**config.mk**
```make
export PLATFORM = sky130hd
export DESIGN_NAME = smm_ram
export DESIGN_NICKNAME = d
export VERILOG_FILES = /design/src/rtl/smm_ram.sv
export SDC_FILE = /design/constraint.sdc
export NUM_CORES = 2
export LEC_CHECK = 0
export BUFFER_PORTS_ARGS = -buffer_cell sky130_fd_sc_hd__buf_4
export CAP_MARGIN = 20
export CORE_ASPECT_RATIO = 0.6
export CORE_UTILIZATION = 57
export DETAILED_ROUTE_END_ITERATION = 12
export MAX_ROUTING_LAYER = met4
export PLACE_DENSITY = 0.76
export SYNTH_ARGS = -nofsm -noshare
export SYNTH_HDL_FRONTEND = slang
export SYNTH_SLANG_ARGS = --single-unit
export TNS_END_PERCENT = 10
```
**constraint.sdc**
```tcl
create_clock -name clk_i -period 3.3 [get_ports clk_i]
set_input_delay 0.165 -clock clk_i [delete_from_list [all_inputs] [get_ports clk_i]]
set_output_delay 0.165 -clock clk_i [all_outputs]
set_load 0.02 [all_outputs]
```
**src/rtl/smm_ram.sv**
```systemverilog
// Generic single-port RAM with registered read data.
`default_nettype none

module smm_ram #(
  parameter int unsigned WIDTH  = 32,
  parameter int unsigned DEPTH  = 64,
  parameter int unsigned ADDR_W = (DEPTH > 1) ? $clog2(DEPTH) : 1
) (
  input  wire logic              clk_i,
  input  wire logic              we_i,
  input  wire logic              re_i,
  input  wire logic [ADDR_W-1:0] addr_i,
  input  wire logic [WIDTH-1:0]  wdata_i,
  output logic      [WIDTH-1:0]  rdata_o
);

  logic [WIDTH-1:0] mem_q [DEPTH];

  // Write on we, register read data on re
  always_ff @(posedge clk_i) begin
    if (we_i) begin
      mem_q[addr_i] <= wdata_i;
    end
    if (re_i) begin
      rdata_o <= mem_q[addr_i];
    end
  end

endmodule

`default_nettype wire

```
Word level (Yosys, flattened, before mapping)
Memory sizes are Yosys's and may differ from the RTL's. A register that Yosys moved wholly into a read port is not among the register bits. Cells that the tools add are included.

Muxes and demuxes: 2.

Operators with widths (count): two-way mux 1 bit (2).

Memories kept: 1. Bits in registers: 0. Output and inout bits: 32. Input port bits: 41. Word-level logic and storage cells: 3. Bits in writable memories: 2048.

Memories: mem_q (words 64, bits a word 32, read ports 1, clocked after Yosys merged registers in 1, write ports 1, line 17) `logic [WIDTH-1:0] mem_q [DEPTH];`.

Logic depth before layout (Yosys ltp)
Depth after elaboration: 2. Gate-level depth with buffers: 13. Mapped depth without buffers: 6.

Worst setup path after synthesis
Ideal clock, no wire load.

Kind: input -> register. Start: input addr_i[2]. End: memory mem_q[15][0] (enable). Setup slack: -0.104 ns. Library setup time: 0.421 ns. Buffers on the path: 6. Stages: 8. Arrival time: 2.983 ns. Required time: 2.879 ns. Cells stage by stage: buf_2 -> buf_2 -> buf_2 -> buf_2 -> buf_2 -> buf_2 -> nand3_1 -> nor2_1.

RTL lines: start, declared (line 12) `input wire logic [ADDR_W-1:0] addr_i,`; end, declared (line 17).

No word-level cell before the write port.

==> results.yml <==
cells_and_area:
  utilization_pct: 65.6
  multiInputGateArea_mm2: 0.0161
  seq_area_mm2: 0.0625
  final_cells: 6479
  drive_gt1_share_pct: 19.9
  mostFrequentLayoutCell: "edfxtp_1"
  fill_cells: 8762
  nNetsFinal: 4562
  layout_common_cells: "edfxtp_1 (2080), buf_4 (314), mux2i_1 (259), a22oi_1 (188), clkbuf_16 (176)"
  syn_to_final_growth_pct: 13.6
clock_network:
  htreeDepth: 4
  cts_tree: "done"
  cts_inserted_buffers: 169
  clockBufferDepth: 3
  post_cts_buffers: 0
  clkTransAtPathRegs_ns: 0.07
  clkSinkCount: 2080
  clock_latency_ns: 0.81
  ctsRootBufferMaster: "clkbuf_16"
placed_design:
  gp_congestion: 0.914
  dpl.hpwl_mm: 125
  dp_worst_setup_slack_ns: 0.00900
  place_inst: 6135
  numPortBuffers: 72
power_and_ir_drop:
  power_switching_share_pct: 21.5
  leakage_nw: 29.1
  p_seq_share_pct: 56.3
  p_comb_share_pct: 5.7
  total_power_mw: 52.2
  peakVddDrop_mv: 0.456
  clkPwrFrac_pct: 38.0
  power_density_mw_per_mm2: 580
  p_int_mw: 41.0
  p_switching_mw: 11.2
flow_run:
  cap_violations: 0
sta:
  fin_ws_ns: 0.525
  finalMaxSlewViolations: 0
  period_share_pct: 84.1
  holdWs_ns: 0.0644
  relSlewSlack_pct: 25.6
  setup_violations: 0
  tightest_slew_ns: 1.11
  max_freq_mhz: 360
  skew_ns: 0.0239
  fin_crit_ns: 2.77
  rsz0062_at_grt: "false"
  hold_viol_final: 0
drt:
  highest_layer: "met4"
  viasPerCell: 6.96
  drtIter0Drc: 8079
  drcViolationCount: 0
  vias: 45100
  finalWirelength_mm: 213
  antenna_left: 0
  met1_length_mm: 83.1
  wl_met2_mm: 92.6
  wl_per_cell_um: 32.8
  route.met3.wl_mm: 31.1
  drtPass1Iterations: 8
die:
  rows: 105
  initial_core_util_pct: 57.7
  die_y_um: 291
  fp.dieW_um: 483
  core_area_mm2: 0.137
  die-area_mm2: 0.141
  ios: 73
min_path:
  hp-start: "we_i"
  hp-class: "input pin to flop"
  holdPathStages: 4
  hold-path-endpoint: "mem_q[13][30]"
worst_setup_path:
  r2r_start: "mem_q[43][14]"
  path_max_fanout: 1
  arrival_ns: 3.31
  crit_chain: "a22o_1 > a221oi_1 > a211oi_1 > a2111oi_0 > buf_4 > nand3_1"
  reg2reg_slack_ns: 0.53
  crit_path_start_kind: "flop"
  critPathMaxStageDelay_ns: 0.86
  required_ns: 3.83
  crit_type: "flop to flop"
  worstSetupEndpointType: "flop"
  crit_path_top_delay_cell: "a2111oi_0"
  r2r_end: "rdata_o[14]"
  reg2reg_depth: 6
synthesis:
  avgSynthCellArea_um2: 18.7
  synth.yosys.warnings: 0
  synth.distinct_cells: 55
  synth_edf_count: 2080
  syn_inst: 4239
  synth-seq-cells: 2080
  syn_area_mm2: 0.0792
  syn_nets: 4280
  synth_ff_type: "edfxtp_1"
  async_flop_share_pct: 0
  yosysSeqAreaShare_pct: 78.8
grt:
  antenna_found_initial: 7
  grt_pass1_wl_mm: 305
  grt_usage_pct: 31.1
  grt_pass1_vias: 43300
  overflow: 0
  grt_max_degree: 65
status:
  status: "complete, no violations"
## final cells by class
cell class	count	share of cell area, %
antenna	7	0.0195
clock buffer	218	5.07
clock inverter	85	0.819
inverter	2	0.0167
multi-input combinational	1859	17.8
sequential	2080	69.4
tap	1819	2.53
timing repair buffer	409	4.35
## worst max-delay path by stage
stage	from	end	slack (ns)	cells after the start
2_1_floorplan	addr_i[2]	mem_q[15][0]	-0.10	8
3_3_place_gp	addr_i[0]	rdata_o[22]	0.13	10
3_5_place_dp	addr_i[0]	rdata_o[28]	0.009	9
4_1_cts	mem_q[43][14]	rdata_o[14]	0.64	6
5_1_grt	mem_q[43][14]	rdata_o[14]	0.47	6
6_report	mem_q[43][14]	rdata_o[14]	0.53	6
## routing by layer
layer  vias to the layer above  track usage, %
li1                      18200               -
met1                     22900            45.8
met2                      3562            43.0
met3                       384            7.96
met4                         0            9.11
met5                         -               -
## power groups by stage
| stage | Clock [mW] | Combinational (mW) | Sequential (mW) |
|---|---|---|---|
| finish | 19.8 | 2.99 | 29.4 |
| global route | 20.9 | 3.11 | 29.4 |
| CTS | 19.9 | 2.94 | 29.4 |
| detailed placement | 0 | 2.88 | 30.0 |
| global placement | 0 | 2.80 | 30.0 |
| floorplan | 0 | 1.40 | 30.0 |
## kinds of logic after synthesis
logic type             count (synthesis)  synth area share (%)
AO/OA/AOI/OAI                        933                  8.63
buffers and inverters                300                  1.68
flip-flops                          2080                  78.8
multiplexers                         502                  8.09
AND/OR/NAND/NOR                      424                  2.79
## flip-flops by register name, indices dropped and copies added, names as in the netlist
register and count:
mem_q 2048, rdata_o 32
## per-stage QoR
step | instance area [um^2] | setup TNS [ns]
finish | 90000 | 0
global route | 90000 | 0
CTS | 90000 | 0
detailed placement | 84400 | 0
global placement | 84300 | 0
floorplan | 79200 | -201.69
## cells in the mapped netlist, types with 83 or more instances
cell type | instances | area, um^2
nor2_1 | 145 | 544
mux2i_1 | 259 | 2590
buf_2 | 83 | 415
o22ai_1 | 93 | 582
mux4_2 | 96 | 2160
edfxtp_1 | 2080 | 62500
a21oi_1 | 121 | 606
a221oi_1 | 175 | 1530
mux2_2 | 147 | 1660
o21ai_0 | 84 | 420
clkbuf_1 | 168 | 631
and3_1 | 85 | 532
a22oi_1 | 188 | 1410
## critical path, delay by kind of cell (launching register included)
family                 cells  cell delay, ns
DFF                        1            0.39
AOI/OAI and AO/OA          4            1.81
buffers and inverters      1            0.23
and+or+nand+nor            1            0.09
## repair_timing
item                                    CTS  global route
hold buffers                             33             0
endpoints found under the hold margin  1878             0
gates resized for setup                   0             0
Note: power is estimated with default switching activity, not from simulation.
